--- config.mk ---
export PLATFORM = sky130hd
export DESIGN_NAME = lzwe_pack
export DESIGN_NICKNAME = d
export VERILOG_FILES = /design/src/hdl/lzwe_pkg.sv /design/src/hdl/lzwe_pack.sv
export SDC_FILE = /design/constraint.sdc
export NUM_CORES = 1
export LEC_CHECK = 0
export BUFFER_PORTS_ARGS = -buffer_cell sky130_fd_sc_hd__buf_2
export CAP_MARGIN = 20
export CORE_MARGIN = 4
export CORE_UTILIZATION = 42
export CTS_CLUSTER_SIZE = 14
export DETAILED_ROUTE_END_ITERATION = 16
export RECOVER_POWER = 100
export SYNTH_ARGS = -nofsm -noshare
export SYNTH_HDL_FRONTEND = slang
export SYNTH_SLANG_ARGS = --single-unit
--- constraint.sdc ---
create_clock -name clk -period 3.7 [get_ports clk]
set_clock_uncertainty 0.05 [all_clocks]
set_input_delay 0.185 -clock clk [delete_from_list [all_inputs] [get_ports clk]]
set_output_delay 0.185 -clock clk [all_outputs]
set_load 0.02 [all_outputs]
--- src/hdl/lzwe_pkg.sv ---
// shared constants, types and the dictionary hash for the lzw encoder
// no dependencies
`timescale 1ns / 1ps

package lzwe_pkg;

	localparam int CODE_BITS    = 13;
	localparam int DICT_ENTRIES = 8192;
	localparam int CODE_SPACE   = 1 << CODE_BITS;
	localparam int CODE_LIMIT   = (DICT_ENTRIES < CODE_SPACE) ? DICT_ENTRIES : CODE_SPACE;
	localparam int CIDX_BITS    = $clog2(CODE_LIMIT);
	localparam int NC_BITS      = CODE_BITS + 1;
	localparam int HASH_BITS    = CODE_BITS + 1;
	localparam int SLOTS        = 1 << HASH_BITS;
	localparam int KEY_BITS     = CODE_BITS + 8;
	localparam int STORE_BITS   = CODE_BITS + 7;
	localparam int CNT_BITS     = $clog2(STORE_BITS + 1);
	localparam int FIRST_CODE   = 256;

	typedef struct packed {
		logic [7:0] data;
		logic       last;
	} item_t;

	typedef struct packed {
		logic [CODE_BITS-1:0] code;
		logic                 last;
	} code_t;

	typedef struct packed {
		logic [KEY_BITS-1:0]  key;
		logic [CODE_BITS-1:0] code;
	} slot_t;

	function automatic logic [HASH_BITS-1:0] dict_hash(input logic [CODE_BITS-1:0] prefix,
		input logic [7:0] data);
		logic [HASH_BITS-1:0] p;
		logic [HASH_BITS-1:0] d;
		p = HASH_BITS'(prefix);
		d = HASH_BITS'(data) << (HASH_BITS - 8);
		return p ^ d;
	endfunction

endpackage

--- src/hdl/lzwe_pack.sv ---
// back end: code queue, msb-first bit packer and output byte register
// depends on lzwe_pkg
`timescale 1ns / 1ps

module lzwe_pack import lzwe_pkg::*; (
	input  logic       clk,
	input  logic       arst_n,
	input  logic       code_push,
	input  code_t      code,
	output logic       code_full,
	output logic [7:0] out_byte,
	output logic       out_last,
	output logic       empty,
	input  logic       pop
);

	code_t                 q_q [4];
	logic [1:0]            wr_q;
	logic [1:0]            rd_q;
	logic [2:0]            qcnt_q;
	logic [STORE_BITS-1:0] store_q;
	logic [CNT_BITS-1:0]   cnt_q;
	logic                  flush_q;
	logic                  ov_q;
	logic [7:0]            ob_q;
	logic                  ol_q;

	logic                  slot_free;
	logic                  q_valid;
	logic                  do_full;
	logic                  do_pad;
	logic                  do_take;
	logic                  q_pop;
	logic [CNT_BITS-1:0]   cnt_m8;
	logic [STORE_BITS-1:0] shr;
	logic [6:0]            low_mask;
	logic [STORE_BITS+7:0] pad_w;

	assign code_full = (qcnt_q == 3'd4);
	assign q_valid   = (qcnt_q != 3'd0);
	assign slot_free = !ov_q || pop;
	assign do_full   = slot_free && (cnt_q >= CNT_BITS'(8));
	assign do_pad    = slot_free && !do_full && flush_q && (cnt_q != '0);
	assign do_take   = !flush_q && (cnt_q < CNT_BITS'(8)) && q_valid;
	assign q_pop     = do_take;
	assign cnt_m8    = cnt_q - CNT_BITS'(8);
	assign shr       = store_q >> cnt_m8;
	assign low_mask  = 7'((8'd1 << cnt_q[2:0]) - 8'd1);
	assign pad_w     = (STORE_BITS+8)'(store_q) << (4'd8 - 4'(cnt_q[2:0]));

	assign empty    = !ov_q;
	assign out_byte = ob_q;
	assign out_last = ol_q;

	always_ff @(posedge clk) begin
		if (code_push && !code_full) q_q[wr_q] <= code;
		if (do_full) begin
			ob_q <= shr[7:0];
			ol_q <= flush_q && (cnt_m8 == '0);
		end else if (do_pad) begin
			ob_q <= pad_w[7:0];
			ol_q <= 1'b1;
		end
	end

	always_ff @(posedge clk or negedge arst_n) begin
		if (!arst_n) begin
			wr_q    <= '0;
			rd_q    <= '0;
			qcnt_q  <= '0;
			store_q <= '0;
			cnt_q   <= '0;
			flush_q <= 1'b0;
			ov_q    <= 1'b0;
		end else begin
			if (code_push && !code_full) wr_q <= wr_q + 2'd1;
			if (q_pop) rd_q <= rd_q + 2'd1;
			if ((code_push && !code_full) && !q_pop) qcnt_q <= qcnt_q + 3'd1;
			else if (!(code_push && !code_full) && q_pop) qcnt_q <= qcnt_q - 3'd1;

			if (do_full) begin
				cnt_q <= cnt_m8;
			end else if (do_pad) begin
				cnt_q <= '0;
			end else if (do_take) begin
				store_q <= {store_q[6:0] & low_mask, q_q[rd_q].code};
				cnt_q   <= cnt_q + CNT_BITS'(CODE_BITS);
				flush_q <= q_q[rd_q].last;
			end
			// block ends once all its bits have left
			if (flush_q && (do_pad || (do_full && (cnt_m8 == '0)))) begin
				flush_q <= 1'b0;
				store_q <= '0;
			end

			if (do_full || do_pad) ov_q <= 1'b1;
			else if (pop) ov_q <= 1'b0;
		end
	end

endmodule

# After elaboration in Yosys (flattened, before gate mapping)
# Memories as Yosys holds them, arrays and structs flattened.
# Index checks and enable logic that the tools add are counted.
[totals] reg_bits=43 ramBits=56 memories=1
[op_classes] addsub=8 order_cmp=2 eq_ne=3 shift=3 n_mux=21 n_bitwise=1 n_reduce_logical=30
[memory_table] name="q_q" depth=4 width=14 read_ports=1 rd_ports_with_merged_regs=0 wr=1 line_no="lzwe_pack.sv:17" source="code_t q_q [4];"
[op_table] cell="20-bit two-way mux" count=4
[op_table] cell="20-bit by 4-bit << shifter with 8-bit output" count=1
[op_table] cell="20-bit by 5-bit >> shifter with 8-bit output" count=1
[op_table] cell="8-bit two-way mux" count=2
[op_table] cell="5-bit two-way mux" count=3
[op_table] cell="1-bit logical AND" count=12
[op_table] cell="1-bit two-way mux" count=10
[op_table] cell="2-bit nonzero test" count=4
[op_table] cell="7-bit bitwise AND" count=1
[op_table] cell="1-bit by 3-bit << shifter with 7-bit output (first input constant)" count=1
[op_table] cell="7-bit by 1-bit subtractor with 7-bit output (second input constant)" count=1
[op_table] cell="1-bit logical NOT" count=6
[op_table] cell="3-bit two-way mux" count=2
[op_table] cell="3-bit nonzero test" count=2
[op_table] cell="5-bit by 4-bit adder with 5-bit output (second input constant)" count=1
[op_table] cell="5-bit by 4-bit greater-or-equal comparator with 1-bit output (second input constant)" count=1
[op_table] cell="5-bit logical NOT" count=1
[op_table] cell="5-bit by 4-bit < comparator with 1-bit output (second input constant)" count=1
[op_table] cell="5-bit nonzero test" count=1
[op_table] cell="5-bit by 4-bit subtractor with 5-bit output (second input constant)" count=1
[op_table] cell="2-bit by 1-bit adder with 2-bit output (second input constant)" count=2
[op_table] cell="2-bit by 1-bit inequality test with 1-bit output (second input constant)" count=2
[op_table] cell="4-bit by 3-bit subtractor with 4-bit output (first input constant)" count=1
[op_table] cell="3-bit by 1-bit adder with 3-bit output (second input constant)" count=1
[op_table] cell="other kinds (4)" count=6

# Depth between registers and ports, before layout
[logic_depth] depth_word=11 mapped_depth=11 depth_no_buf=10

# Worst setup path after synthesis
# Ideal clock, no wire load.
[synth_timing] kind="register -> register" start="reg cnt_q[0]" end="reg ob_q[6], in the netlist out_byte[6] (data pin)" arrival_time_ns=2.262 required_ns=3.373 path_slack_ns=1.112 stages_incl_launch_ff=9 n_path_buf=3 path_cell_list="dfrtp_1 buf_6 buf_2 inv_1 ha_1 clkbuf_1 mux4_2 mux2i_1 o32ai_1"
[synth_via] elab_chain_cells=4 elab_cells_between_ends=8
[synth_lines] element="from (decl)" line_no="lzwe_pack.sv:22" source="logic [CNT_BITS-1:0] cnt_q;"
[synth_lines] element="from (signal assigned)" line_no="lzwe_pack.sv:82" source="cnt_q <= cnt_m8;"
[synth_lines] element="from (signal assigned)" line_no="lzwe_pack.sv:87" source="cnt_q <= cnt_q + CNT_BITS'(CODE_BITS);"
[synth_lines] element="4-bit by 3-bit subtractor with 4-bit output" line_no="lzwe_pack.sv:49" source="assign pad_w = (STORE_BITS+8)'(store_q) << (4'd8 - 4'(cnt_q[2:0]));"
[synth_lines] element="20-bit by 4-bit << shifter with 8-bit output" line_no="lzwe_pack.sv:49"
[synth_lines] element="8-bit two-way mux" line_no="lzwe_pack.sv:60" source="end else if (do_pad) begin"
[synth_lines] element="8-bit two-way mux *" line_no="lzwe_pack.sv:57" source="if (do_full) begin"
[synth_lines] element="to (signal assigned)" line_no="lzwe_pack.sv:58" source="ob_q <= shr[7:0];"
[synth_lines] element="to (signal assigned)" line_no="lzwe_pack.sv:61" source="ob_q <= pad_w[7:0];"
[synth_lines] element="to (decl)" line_no="lzwe_pack.sv:25" source="logic [7:0] ob_q;"
# Mark *: on every way between the ends. The rest lies on a longest branch, timed or not. The select of a mux whose other input is x is not followed.
# A chain may end at the register's enable or synchronous reset.

# Worst setup path in the final report
[layout_timing] start="reg cnt_q[1]" end="reg ob_q[3], in the netlist out_byte[3] (data pin)"
# Same word-level chain as after synthesis.

==> flow_summary.ini <==
[placement]
globalplace.congestion = 0.915
port_buffers = 28
place_area_mm2 = 0.00538
hpwl_mm = 7.73
dpl.cell_count = 545

[synthesis]
syn-num-nets = 419
syn_area_per_cell_um2 = 13.3
netlist_instances = 385
synth_area_leaders = edfxtp_1 (38%), dfrtp_1 (17%), mux4_2 (8.3%), mux2i_1 (4.3%), ha_1 (3.7%)
ys_ff_latch = 99
netlist.area_leader.share_pct = 38.0
synth-edff-count = 65
ys_types = 62
synth_flop_cell = edfxtp_1
async_flop_share_pct = 34.3
synth_top_area_cell = edfxtp_1
netlist_area_mm2 = 0.00513
yosys_warnings = 0
ys_seq_area_share_pct = 54.6

[critical_path]
worstPathRequired_ps = 3750
crit_type = flip-flop to flip-flop
start_kind = flip-flop
path_max_fanout = 27
arrival_ps = 2920
cp-end-kind = flip-flop

[final_layout]
final_cell_area_mm2 = 0.00579
instances_no_fill = 574
final_common_cell = edfxtp_1
drive_gt1_share_pct = 14.1
n_antenna_cell = 0
nets = 456
synthToLayoutAreaGrowth_pct = 12.8
mostFrequentLayoutCells = edfxtp_1 (65), dfrtp_1 (34), nand2_1 (29)

[sta]
fin_tns_setup_ps = 0
worst_pin_slew_ps = 1950
finalCriticalPeriod_ps = 2870
timing.slew.headroom_pct = -29.9
fmax_ghz = 0.349
setup_violations = 0
fin_crit_sh_pct = 77.5
rsz0062_at_grt = no
finalHoldViolations = 0
slew_violations = 35

[floorplan]
fp-row-count = 40
die_w_um = 119
fp.dieArea_mm2 = 0.0141
core-area_mm2 = 0.0120
num_io_pins = 29
start_util_pct = 42.7
die_h_um = 119

[clock_network]
cts_buffers = 9
cts_tree = yes
htreeDepth = 3
clock_sinks = 99
post_cts_buffers = 0
cts_buffer_depth = 2
cts_resized = 0
path_clk_slew_ps = 80
cts_root_buffer = clkbuf_16
clk_latency_ps = 350
postCtsHoldBufs = 12

[outcome]
violations = capacitance limit, slew limit
status = finished with violations

[global_route]
grt.total_usage_pct = 17.0
grt_overflow = 0
grt_first_pass_wirelength_mm = 18.6
grt_pass1_vias = 3356
antenna_found_initial = 0
grt_max_degree = 38

[drt]
num_vias = 3345
drc = 0
wl_per_cell_um = 19.6
postRouteAntennaNets = 0
drt_iter0_drc = 273
drtPass1Iterations = 5
routed_wl_mm = 11.3
vias_per_cell = 5.83

[run]
cap_violations = 1

[power]
power.switching_uw = 2140
seqPwrFrac_pct = 35.3
finalPower_uw = 5280
p_int_uw = 3130
p_leak_uw = 0.00211
p_comb_share_pct = 46.0
switching_share_pct = 40.6
power_density_mw_per_mm2 = 911
ir_drop_mv = 0.458
pwr-share-clk_pct = 18.7

[worst_hold_path]
min_path_type = input pin to flip-flop
[power by group through the flow]
stage	combinational, uW	sequential (uW)	clock, uW
floorplan	1910	1800	0
CTS	2390	1910	1000
finish	2430	1860	989
global placement	2370	1920	0
global route	2670	1910	1060
detailed placement	2370	1930	0
[flip-flops by register name, summed over array words and instances, names as in the netlist]
register and flops:
cnt_q 5, flush_q 1, out_byte 8, out_last 1, ov_q 1, q_q 56, qcnt_q 3, rd_q 2
store_q 20, wr_q 2
[layout make-up]
class                   count  area (um2)
repair buffers             46         293
clock buffers               9         225
clock inverters             7        85.1
fillers                  1053        6220
well taps                 147         184
multi-input cells         252        2140
inverters                  14        57.6
flip-flops and latches     99        2800
[cells in the mapped netlist (3+ instances only)]
| cell type | count |
|---|---|
| edfxtp_1 | 65 |
| dfrtp_1 | 34 |
| nand2_1 | 28 |
| mux2i_1 | 22 |
| mux4_2 | 19 |
| nor2_1 | 17 |
| a22o_1 | 15 |
| ha_1 | 15 |
| o22ai_1 | 13 |
| a21oi_1 | 12 |
| inv_1 | 10 |
| nor3_1 | 10 |
| buf_2 | 9 |
| o21ai_1 | 7 |
| xnor2_1 | 7 |
| clkbuf_1 | 6 |
| o21ai_0 | 6 |
| a32o_1 | 5 |
| and2_1 | 5 |
| mux2_2 | 5 |
| nor4_1 | 5 |
| nand2b_1 | 4 |
| nand3_1 | 4 |
| nand3b_1 | 4 |
| nor2b_1 | 4 |
| buf_6 | 3 |
| inv_2 | 3 |
| xor2_1 | 3 |
[per-layer routing]
layer	vias to the layer above	global-route usage (%)	part of all wire [%]
met2	122	25.2	45
li1	1576	-	-
met3	28	2.82	4.8
met5	-	0	0
met1	1619	24.2	47
met4	0	8.47	3.4
[critical path, stage by stage (launching register included)]
cell and delay [ps]:
dfrtp_1 900, inv_1 140, ha_1 600, mux2_1 390, nor2_1 100, a21oi_1 70, a32oi_1 230, o21ai_0 130
[path summary, 6_finish.rpt]
path	depth (start not counted)	from	slack [ps]	endpoint
hold / removal	1	code[3]	70	q_q[2][3]
setup / recovery	7	cnt_q[1]	830	out_byte[3]
setup reg to reg	7	cnt_q[1]	830	out_byte[3]
hold reg to reg	1	qcnt_q[2]	450	qcnt_q[2]
max in group asynchronous	2	arst_n	1610	wr_q[1]
min in group asynchronous	2	arst_n	860	store_q[9]
[cell families after synthesis]
group	count (synthesis)	share of synthesized area (%)
muxes	48	14.2
and+or+nand+nor	93	9.36
xor gates and xnor gates	10	1.71
adders and majority gates	16	4.05
buffers and inverters	34	3.46
DFF	99	54.6
AOI/OAI and AO/OA	85	12.7
[stage by stage]
| stage | worst slack (ps) | utilization [%] | hold slack [ps] |
|---|---|---|---|
| after floorplan | 1110 | - | -161 |
| after global placement | 914 | 44.8 | 282 |
| after detailed placement | 864 | 44.8 | 287 |
| after CTS | 858 | 48.3 | 1.84 |
| after global routing | 593 | 48.2 | 86.2 |
| final | 834 | 48.2 | 69.8 |
(Power assumes the default switching activity.)
