File: config.mk
export PLATFORM = sky130hd
export DESIGN_NAME = lzwe_front
export DESIGN_NICKNAME = d
export VERILOG_FILES = /design/src/hdl/lzwe_pkg.sv /design/src/hdl/lzwe_front.sv
export SDC_FILE = /design/constraint.sdc
export NUM_CORES = 1
export LEC_CHECK = 0
export ABC_AREA = 1
export BUFFER_PORTS_ARGS = -buffer_cell sky130_fd_sc_hd__buf_2
export CORE_ASPECT_RATIO = 1.1
export CORE_MARGIN = 2
export CORE_UTILIZATION = 40
export DETAILED_ROUTE_END_ITERATION = 6
export SETUP_SLACK_MARGIN = 0.02
export SLEW_MARGIN = 10
export SYNTH_ARGS = -nofsm -noshare
export SYNTH_HDL_FRONTEND = slang
export SYNTH_SLANG_ARGS = --single-unit
File: constraint.sdc
create_clock -name clk -period 1.85 [get_ports clk]
set_input_delay 0.37 -clock clk [delete_from_list [all_inputs] [get_ports clk]]
set_output_delay 0.37 -clock clk [all_outputs]
set_load 0.01 [all_outputs]
File: src/hdl/lzwe_pkg.sv
// shared constants, types and the dictionary hash for the lzw encoder
// no dependencies
`timescale 1ns / 1ps

package lzwe_pkg;

	localparam int CODE_BITS    = 13;
	localparam int DICT_ENTRIES = 8192;
	localparam int CODE_SPACE   = 1 << CODE_BITS;
	localparam int CODE_LIMIT   = (DICT_ENTRIES < CODE_SPACE) ? DICT_ENTRIES : CODE_SPACE;
	localparam int CIDX_BITS    = $clog2(CODE_LIMIT);
	localparam int NC_BITS      = CODE_BITS + 1;
	localparam int HASH_BITS    = CODE_BITS + 1;
	localparam int SLOTS        = 1 << HASH_BITS;
	localparam int KEY_BITS     = CODE_BITS + 8;
	localparam int STORE_BITS   = CODE_BITS + 7;
	localparam int CNT_BITS     = $clog2(STORE_BITS + 1);
	localparam int FIRST_CODE   = 256;

	typedef struct packed {
		logic [7:0] data;
		logic       last;
	} item_t;

	typedef struct packed {
		logic [CODE_BITS-1:0] code;
		logic                 last;
	} code_t;

	typedef struct packed {
		logic [KEY_BITS-1:0]  key;
		logic [CODE_BITS-1:0] code;
	} slot_t;

	function automatic logic [HASH_BITS-1:0] dict_hash(input logic [CODE_BITS-1:0] prefix,
		input logic [7:0] data);
		logic [HASH_BITS-1:0] p;
		logic [HASH_BITS-1:0] d;
		p = HASH_BITS'(prefix);
		d = HASH_BITS'(data) << (HASH_BITS - 8);
		return p ^ d;
	endfunction

endpackage

File: src/hdl/lzwe_front.sv
// input side: takes bytes from the push/full port into a short request queue
// depends on lzwe_pkg
`timescale 1ns / 1ps

module lzwe_front import lzwe_pkg::*; (
	input  logic       clk,
	input  logic       arst_n,
	input  logic [7:0] in_byte,
	input  logic       is_last,
	input  logic       push,
	output logic       full,
	output logic       item_valid,
	output item_t      item,
	input  logic       item_pop
);

	item_t      q_q [4];
	logic [1:0] wr_q;
	logic [1:0] rd_q;
	logic [2:0] cnt_q;
	logic       do_push;
	logic       do_pop;

	assign full       = (cnt_q == 3'd4);
	assign item_valid = (cnt_q != 3'd0);
	assign item       = q_q[rd_q];
	assign do_push    = push && !full;
	assign do_pop     = item_pop && item_valid;

	always_ff @(posedge clk) begin
		if (do_push) begin
			q_q[wr_q].data <= in_byte;
			q_q[wr_q].last <= is_last;
		end
	end

	always_ff @(posedge clk or negedge arst_n) begin
		if (!arst_n) begin
			wr_q  <= '0;
			rd_q  <= '0;
			cnt_q <= '0;
		end else begin
			if (do_push) wr_q <= wr_q + 2'd1;
			if (do_pop) rd_q <= rd_q + 2'd1;
			if (do_push && !do_pop) cnt_q <= cnt_q + 3'd1;
			else if (!do_push && do_pop) cnt_q <= cnt_q - 3'd1;
		end
	end

endmodule

Word level (Yosys, flattened, before mapping). Memories as Yosys holds them, arrays and structs flattened. Index checks and enable logic that the tools add are counted. Widths: inputs -> output; s select.

Add/sub/neg operators: 4. Equality and inequality tests: 1. Multiplexer cells: 4. Reduce and logical (&&, ||, !) cells: 9.

Operators by type and width (count): $mux 3 (2); $add 2x1->2 const B (2); $logic_and 1x1->1 (4); $add 3x1->3 const B (1); $eq 3x3->1 const B (1); $logic_not 1->1 (3); $reduce_bool 3->1 (1); $sub 3x1->3 const B (1); $mux 1 (2); $reduce_bool 2->1 (1).

Bits in registers: 7. Bits in writable memories: 36. Input bits: 13. Output and inout bits: 11. Logic and storage cells: 22. Memories kept: 1.

Memories: q_q (depth 4, width 9, read ports 1, clocked after memory_dff 0, write ports 1, RTL line lzwe_front.sv:17) `item_t q_q [4];`.

Longest topological paths before layout. Gate-level depths: netlist (run 1).

Depth in word-level cells: 7. Gate-level depth with buffers: 12. Gate-level depth less buffers: 12.

Worst setup path before layout (run 1). Ideal clock, no wire load.

Path type: register to register. Start point: reg cnt_q[0]. End point: reg cnt_q[1]. Arrival: 1.593 ns. Required time: 1.724 ns. Slack: 0.131 ns. Cell stages (with the launch flop): 10. Path buffers: 0. Cells stage by stage: dfrtp_1 > inv_2 > nand3_1 > nand2_1 > inv_1 > ha_1 > inv_1 > fa_1 > nand2_1 > o21ai_0.

Word-level cells in the longest chain between the ends: 6. Elaborated cells on any way between the ends: 14. Classes of those cells: add/sub (2); eq/ne (1); mux (2); reduce/logical (9).

Ends and longest elaborated chain: from (decl) (RTL line lzwe_front.sv:20) `logic [2:0] cnt_q;`; from (signal assigned) (RTL line lzwe_front.sv:45) `if (do_push && !do_pop) cnt_q <= cnt_q + 3'd1;`; from (signal assigned) (RTL line lzwe_front.sv:46) `else if (!do_push && do_pop) cnt_q <= cnt_q - 3'd1;`; $eq 3x3->1 * (RTL line lzwe_front.sv:24) `assign full = (cnt_q == 3'd4);`; $logic_not 1->1 * (RTL line lzwe_front.sv:27) `assign do_push = push && !full;`; $logic_and 1x1->1 * (RTL line lzwe_front.sv:27); named net do_push (RTL line lzwe_front.sv:21) `logic do_push;`; $logic_not 1->1 (RTL line lzwe_front.sv:46); $logic_and 1x1->1 (RTL line lzwe_front.sv:46); $reduce_bool 2->1 (no source line).

Mark *: on every way through the listed nets, which the timed path passes. The rest lies on a longest branch. The select of a mux whose other input is x is not followed. A chain may end at the register's enable or synchronous reset.

Worst setup path after layout (run 1).
Start point: reg cnt_q[2]. End point: reg cnt_q[2].

Word-level cells in the longest chain between the ends: 6. Elaborated cells on any way between the ends: 14. Classes of those cells: add/sub (2); eq/ne (1); mux (2); reduce/logical (9).

Ends and longest elaborated chain: parallel branches: the longest is 6 deep, another holds $sub 3x1->3.

Parallel ways; which one is timed is not known. The select of a mux whose other input is x is not followed.

==> results of run 1 <==
final cells by class:
cell class                      count  area [um^2]
Fill cell                         417         2386
Sequential cell                    43         1256
Multi-Input combinational cell     83        569.3
Timing Repair Buffer               34        230.2
Inverter                           34        127.6
Tap cell                           56        70.07
Clock buffer                        5        68.82
Clock inverter                      2        8.758
registers in the layout, indices dropped and copies added (netlist names):
name / flops
q_q: 36
cnt_q: 3
rd_q: 2
wr_q: 2
placed cells by master (no fill, tap or decap):
cell type,n
nand4_1,1
inv_2,5
nand2_1,42
dfrtp_1,7
inv_1,29
nand2_2,3
buf_12,1
edfxtp_1,36
clkbuf_8,5
ha_1,4
fa_2,1
ha_2,1
nand3_1,5
o21ai_1,1
clkbuf_16,1
xnor2_1,1
dlygate4sd3_1,1
clkinv_2,1
o211ai_2,18
nand3_2,2
buf_4,8
buf_2,23
nor2_1,4
clkinv_1,1
routing by layer:
| layer | track usage [%] | share of wire (%) | up-vias |
|---|---|---|---|
| met5 | 0 | 0 | - |
| met4 | 6.981 | 1.8 | 0 |
| met3 | 3.506 | 4.5 | 7 |
| met2 | 23.52 | 53 | 21 |
| met1 | 14.81 | 41 | 570 |
| li1 | - | - | 615 |
what timing repair did:
action | 4_1_cts | 5_1_grt
gates cloned | 0 | 1
resized for setup | 1 | 7
hold endpoints to repair | 7 | 0
hold buffers | 1 | 0
setup buffers | 1 | 1
endpoints found under the setup margin | 1 | 10
logic make-up (layout without fill, tap and decap cells):
family                     after synthesis  count (layout)  share of synthesized area [%]
xor gates and xnor gates                 1               1                         0.4403
adders and majority gates                6               6                          4.151
and+or+nand+nor                         57              57                          11.45
AOI/OAI and AO/OA                       19              19                          11.57
buffers and inverters                   39              75                          9.245
DFF                                     43              43                          63.14
power by group:
group          switching, mW  internal [mW]
Clock                  0.287          0.251
Sequential             0.106           1.30
Combinational          0.963          0.658
Total                   1.36           2.21
how the worst min path moves through the flow:
| stage | start | end | slack, ps | cells past startpoint |
|---|---|---|---|---|
| global route | is_last | q_q[0][0] | 290 | 1 |
| detailed placement | arst_n | cnt_q[2] | 220 | 1 |
| floorplan | arst_n | cnt_q[0] | 70 | 0 |
| finish | in_byte[0] | q_q[1][1] | 300 | 1 |
| CTS | is_last | q_q[0][0] | 280 | 1 |
| global placement | arst_n | cnt_q[2] | 210 | 1 |
stage by stage:
stage               total power, mW  utilization (%)  hold slack [ps]
detailed placement            2.918            46.29            217.6
global route                  3.855            49.42            288.5
finish                        3.565            49.42            296.7
CTS                           3.486            48.36            284.5
global placement              2.842            46.29            211.1
floorplan                     2.509                -            74.41
critical path, cell delays in order (launching register included):
cell and delay (ps):
dfrtp_1 410, inv_1 100, nand3_2 130, nand2_2 110, ha_2 200, inv_2 60
fa_2 350, nand2_2 90, nand3_1 90, nand2_1 70, nand2_1 50
==> key figures, run 1 <==
Run status
  – Status: completed

Route
  – DRC viols: 0
  – DRT Pass-1 Iters: 4
  – Post-route ant nets: 0
  – Initial DRC Count: 49
  – Total Wirelength: 3.521 mm
  – Vias: 1,213
  – Wire length per cell: 13.70 um
  – DR vias/cell: 4.720

Synth
  – Avg Synthesized Cell Area: 12.06 um^2
  – Synthesized area: 1989 um^2
  – Flip-flop and latch count after synthesis: 43
  – Post-Syn Instances: 165
  – Synth area leader: edfxtp_1
  – Most frequent cells after synthesis: nand2_1 (44), edfxtp_1 (36), inv_1 (30)
  – Top cells by area, synth: edfxtp_1 (54%), o211ai_2 (11%), dfrtp_1 (8.8%)
  – Synth top area share: 54.34%
  – Sequential share of the synthesized area: 63.14%
  – Main flop type after synthesis: edfxtp_1
  – Most frequent cell after synthesis: nand2_1
  – EDFF count, synth: 36
  – Asr flop ratio synth: 16.28%
  – Yosys warns: 0
  – Syn_nets: 184
  – Synth cell types: 18

Finish
  – Layout cells sized above 1: 34.33%
  – Design area: 2331 um^2
  – Fin nets: 220
  – Final Non-Filler Cells: 257
  – Synth-to-layout area growth: 17.17%
  – Number of diodes: 0

Global route
  – First-pass GRT wire length: 5.671 mm
  – Initial antenna violation count: 0
  – Grt total ovfl: 0
  – GRT Overall Usage: 13.47%
  – Largest net degree at the start of global routing: 37
  – Vias in the first global route: 1,249

Clock network
  – CTS Buffer Depth: 2
  – Clock sink count: 43
  – Clk root buf: clkbuf_8
  – CTS tree: yes
  – Clock buffer count from CTS: 5
  – Htree depth: 2
  – Skew-Pair Late Insertion Delay: 290 ps
  – CTS clk-pin slew, worst paths: 70 ps

Place
  – Port bufs: 23
  – Pre-CTS setup slack: 12.02 ps
  – Placed Instances: 246
  – Detailed placer's ending HPWL: 2.249 mm
  – Routability cong.: 0.7731
  – Post-place instance area: 2183 um^2

Floorplanning
  – Die area: 5554 um^2
  – Core area: 4717 um^2
  – Initial core utilization: 42.18%
  – Die X: 71.24 um
  – Die height: 77.97 um
  – Row cnt: 26
  – Top Ports: 24

Setup path
  – Reg-to-Reg Start: cnt_q[2]
  – Crit path launch: cnt_q[2]
  – CP endpoint: cnt_q[2]
  – CP max FO: 4
  – Reg2reg end: cnt_q[2]
  – Worst EP arrival: 1950 ps
  – Required @ worst endpoint: 2030 ps
  – R2R cell count: 10
  – CP endpoint kind: flip-flop
  – Startpoint types: flip-flop
  – Setup CP Type: reg2reg
  – Flop-to-flop setup slack: 80 ps

Min path
  – Hold Crit Class: in2reg

STA
  – RSZ-0062 raised after global routing: yes
  – Endpoints failing setup: 0
  – Tmin final: 1768 ps
  – Final period utilization: 95.55%
  – Clk_skew: 4.997 ps
  – Rel. slew slack: 78.98%
  – Setup_tns: 0 ps
  – Final worst slack: 82.28 ps
  – Worst slew pin tran: 314.9 ps
  – Fmax achieved: 565.7 MHz
  – Slew Viols, Final: 0
  – Final-report hold violation count: 0

Job
  – # Max-Cap Violations: 0

Pwr
  – P_leak: 1.052 nW
  – VDD IR max: 0.7838 mV
  – Pwr dens: 1529 nW/um^2
Note: power is estimated with default switching activity, not from simulation.
==> run 2: changes to the inputs <==
==> constraint.sdc (replaced) <==
create_clock -name clk -period 2.25 [get_ports clk]
set_input_delay 0.45 -clock clk [delete_from_list [all_inputs] [get_ports clk]]
set_output_delay 0.45 -clock clk [all_outputs]
set_load 0.01 [all_outputs]
==> run 2 against run 1 <==
Compared with the run above:
- largest cell class unchanged
- critical endpoint is now cnt_q[1]
- sequential power is 18% lower
- core utilization is 1.4 points lower
- first-iteration DRC count decreased by 4.1%
- hold slack better by 78 ps
==> key figures, run 2 (synthesized netlist as in run 1, its figures left out) <==
Place
  – Routability cong.: 0.6820 (-12%)
  – Pre-CTS setup slack: 356.8 ps (+344.8 ps)
  – Placed Instances: 245 (-0.41%)
  – Port bufs: 23 (unchanged)
  – Detailed placer's ending HPWL: 2.262 mm (+0.59%)

Pwr
  – Pwr dens: 1237 nW/um^2 (-19%)
  – VDD IR max: 0.5985 mV (-24%)
  – Clk network pwr share: 15.9% (+0.8 points)
  – P_leak: 1.025 nW (-2.6%)
  – Net Sw Frac: 38.05% (about the same)
  – Final Power: 2.801 mW (-21%)
  – Switching Power: 1.066 mW (-21%)
  – Flop pwr share: 41.5% (+2.0 points)
  – Combinational power share: 42.6% (-2.9 points)
  – Internal Power: 1.735 mW (-21%)

Clock network
  – CTS Buffer Depth: 2 (unchanged)
  – Clk root buf: clkbuf_8
  – CTS clk-pin slew, worst paths: 80 ps (about the same)
  – Htree depth: 2 (unchanged)
  – Cts repair resizes: 0 (-1)
  – CTS tree: yes
  – Clock buffer count from CTS: 5 (unchanged)
  – Skew-Pair Late Insertion Delay: 290 ps (about the same)
  – Clock sink count: 43 (unchanged)

Global route
  – Grt total ovfl: 0 (unchanged)
  – GRT Overall Usage: 13.06% (-0.40 points)
  – Met1 usage: 13.81% (-0.99 points)
  – Met2 Use GR: 23.15% (-0.37 points)
  – First-pass GRT wire length: 5.409 mm (-4.6%)
  – Vias in the first global route: 1,198 (-4.1%)
  – Initial antenna violation count: 0 (unchanged)
  – M3 GR Usage: 4.286% (+0.78 points)
  – Most Crowded Layer GR: met2
  – Largest net degree at the start of global routing: 37 (unchanged)

STA
  – Clk_skew: 5.394 ps (+0.3970 ps)
  – Setup_tns: 0 ps (unchanged)
  – Tmin final: 1899 ps (+131.1 ps)
  – RSZ-0062 raised after global routing: no
  – Endpoints failing setup: 0 (unchanged)
  – Final period utilization: 84.39% (-11 points)
  – Worst slew pin tran: 305.2 ps (-9.639 ps)
  – Slew Viols, Final: 0 (unchanged)
  – Final worst slack: 351.1 ps (+268.9 ps)
  – Final-report hold violation count: 0 (unchanged)
  – Fmax achieved: 526.6 MHz (-6.9%)
  – Rel. slew slack: 79.62% (+0.64 points)

Setup path
  – Startpoint types: flip-flop
  – Worst EP arrival: 2060 ps (+110 ps)
  – CP endpoint kind: flip-flop
  – Setup CP Type: reg2reg
  – CP max FO: 7 (+3)
  – Required @ worst endpoint: 2410 ps (+380 ps)

Floorplanning
  – Row cnt: 26 (unchanged)
  – Die X: 71.24 um (unchanged)
  – Die area: 5554 um^2 (unchanged)
  – Core area: 4717 um^2 (unchanged)
  – Initial core utilization: 42.18% (unchanged)
  – Die height: 77.97 um (unchanged)
  – Top Ports: 24 (unchanged)

Route
  – Post-route ant nets: 0 (unchanged)
  – DRT Pass-1 Iters: 4 (unchanged)
  – Initial DRC Count: 47 (-4.1%)
  – Total Wirelength: 3.343 mm (-5.1%)
  – Vias: 1,216 (+0.25%)
  – Wire length per cell: 13.21 um (-3.6%)
  – DRC viols: 0 (unchanged)
  – DR vias/cell: 4.806 (+1.8%)

Finish
  – Number of diodes: 0 (unchanged)
  – Max reg flops: 36 (unchanged)
  – Layout cells sized above 1: 29.44% (-4.9 points)
  – Fin nets: 216 (-1.8%)
  – Final Non-Filler Cells: 253 (-1.6%)
  – Fillers: 415 (-0.48%)
  – Top reg by flops: q_q
  – Post-layout util: 47.98% (-1.4 points)
  – Area occupied by multi-input gates: 549.3 um^2 (-3.5%)
  – Synth-to-layout area growth: 13.77%
  – Commonest cells after routing, fill and taps aside: nand2_1 (44), edfxtp_1 (36), inv_1 (30), buf_2 (23), o211ai_2 (18)
  – Biggest regs: q_q x36, cnt_q x3
  – Reg area: 1256 um^2 (unchanged)
  – Commonest non-fill, non-tap cell in the layout: nand2_1

Run status
  – Status: completed

Min path
  – Hold Crit Class: in2reg

Job
  – # Max-Cap Violations: 0 (unchanged)
## run 2: changes by cell type in the layout (fill, tap and decap cells not counted), sizes merged
| cell | delta |
|---|---|
| buf | -3 |
| clkbuf | -1 |
## run 2: repair_timing
item                                   in CTS  in global routing
endpoints found under the hold margin       7                  0
hold buffers                                1                  0
setup buffers                               0                  0
## run 2: final timing paths
path / startpoint / end / slack [ps] / cells after the start
setup / recovery: cnt_q[1] / cnt_q[1] / 350 / 9
hold / removal: in_byte[0] / q_q[1][1] / 370 / 1
setup reg to reg: cnt_q[1] / cnt_q[1] / 350 / 9
hold reg to reg: cnt_q[2] / cnt_q[2] / 520 / 2
max in group asynchronous: arst_n / wr_q[0] / 1570 / 2
min in group asynchronous: arst_n / cnt_q[2] / 520 / 2
## run 2: layout make-up
type | instances | area share [%]
clock buffers | 5 | 3.040
clock inverters | 2 | 0.3870
inverters | 34 | 5.638
multi-input cells | 83 | 24.27
flip-flops and latches | 43 | 55.50
well taps | 56 | 3.096
repair buffers | 30 | 8.071
## run 2: per-stage QoR
step	cell area (um^2)	hold slack [ps]
after CTS	2263	366.8
after global placement	2176	291.1
after global routing	2263	368.8
final	2263	374.3
after detailed placement	2176	294.1
after floorplan	1989	154.4
## run 2: layer usage
layer  share of wire [%]  wire length [um]  vias up
met5                   0                 0        -
met4                 2.3                77        0
met3                 5.0               167        9
met2                  52              1755       25
met1                  40              1343      579
li1                    -                 -      603
## run 2: critical path: stages, from the launching register on
cell and delay [ps]:
dfrtp_1 410, inv_2 80, nand3_1 140, nand2_1 210, inv_1 80, ha_1 210, inv_1 80, fa_1 410
nand2_1 70, o21ai_0 80
## run 2: power by group through the flow
stage | sequential (mW) | combinational (mW) | clock [mW]
finish | 1.16 | 1.19 | 0.444
floorplan | 1.16 | 0.899 | 0
global route | 1.18 | 1.35 | 0.483
global placement | 1.17 | 1.16 | 0
detailed placement | 1.18 | 1.22 | 0
CTS | 1.17 | 1.23 | 0.456
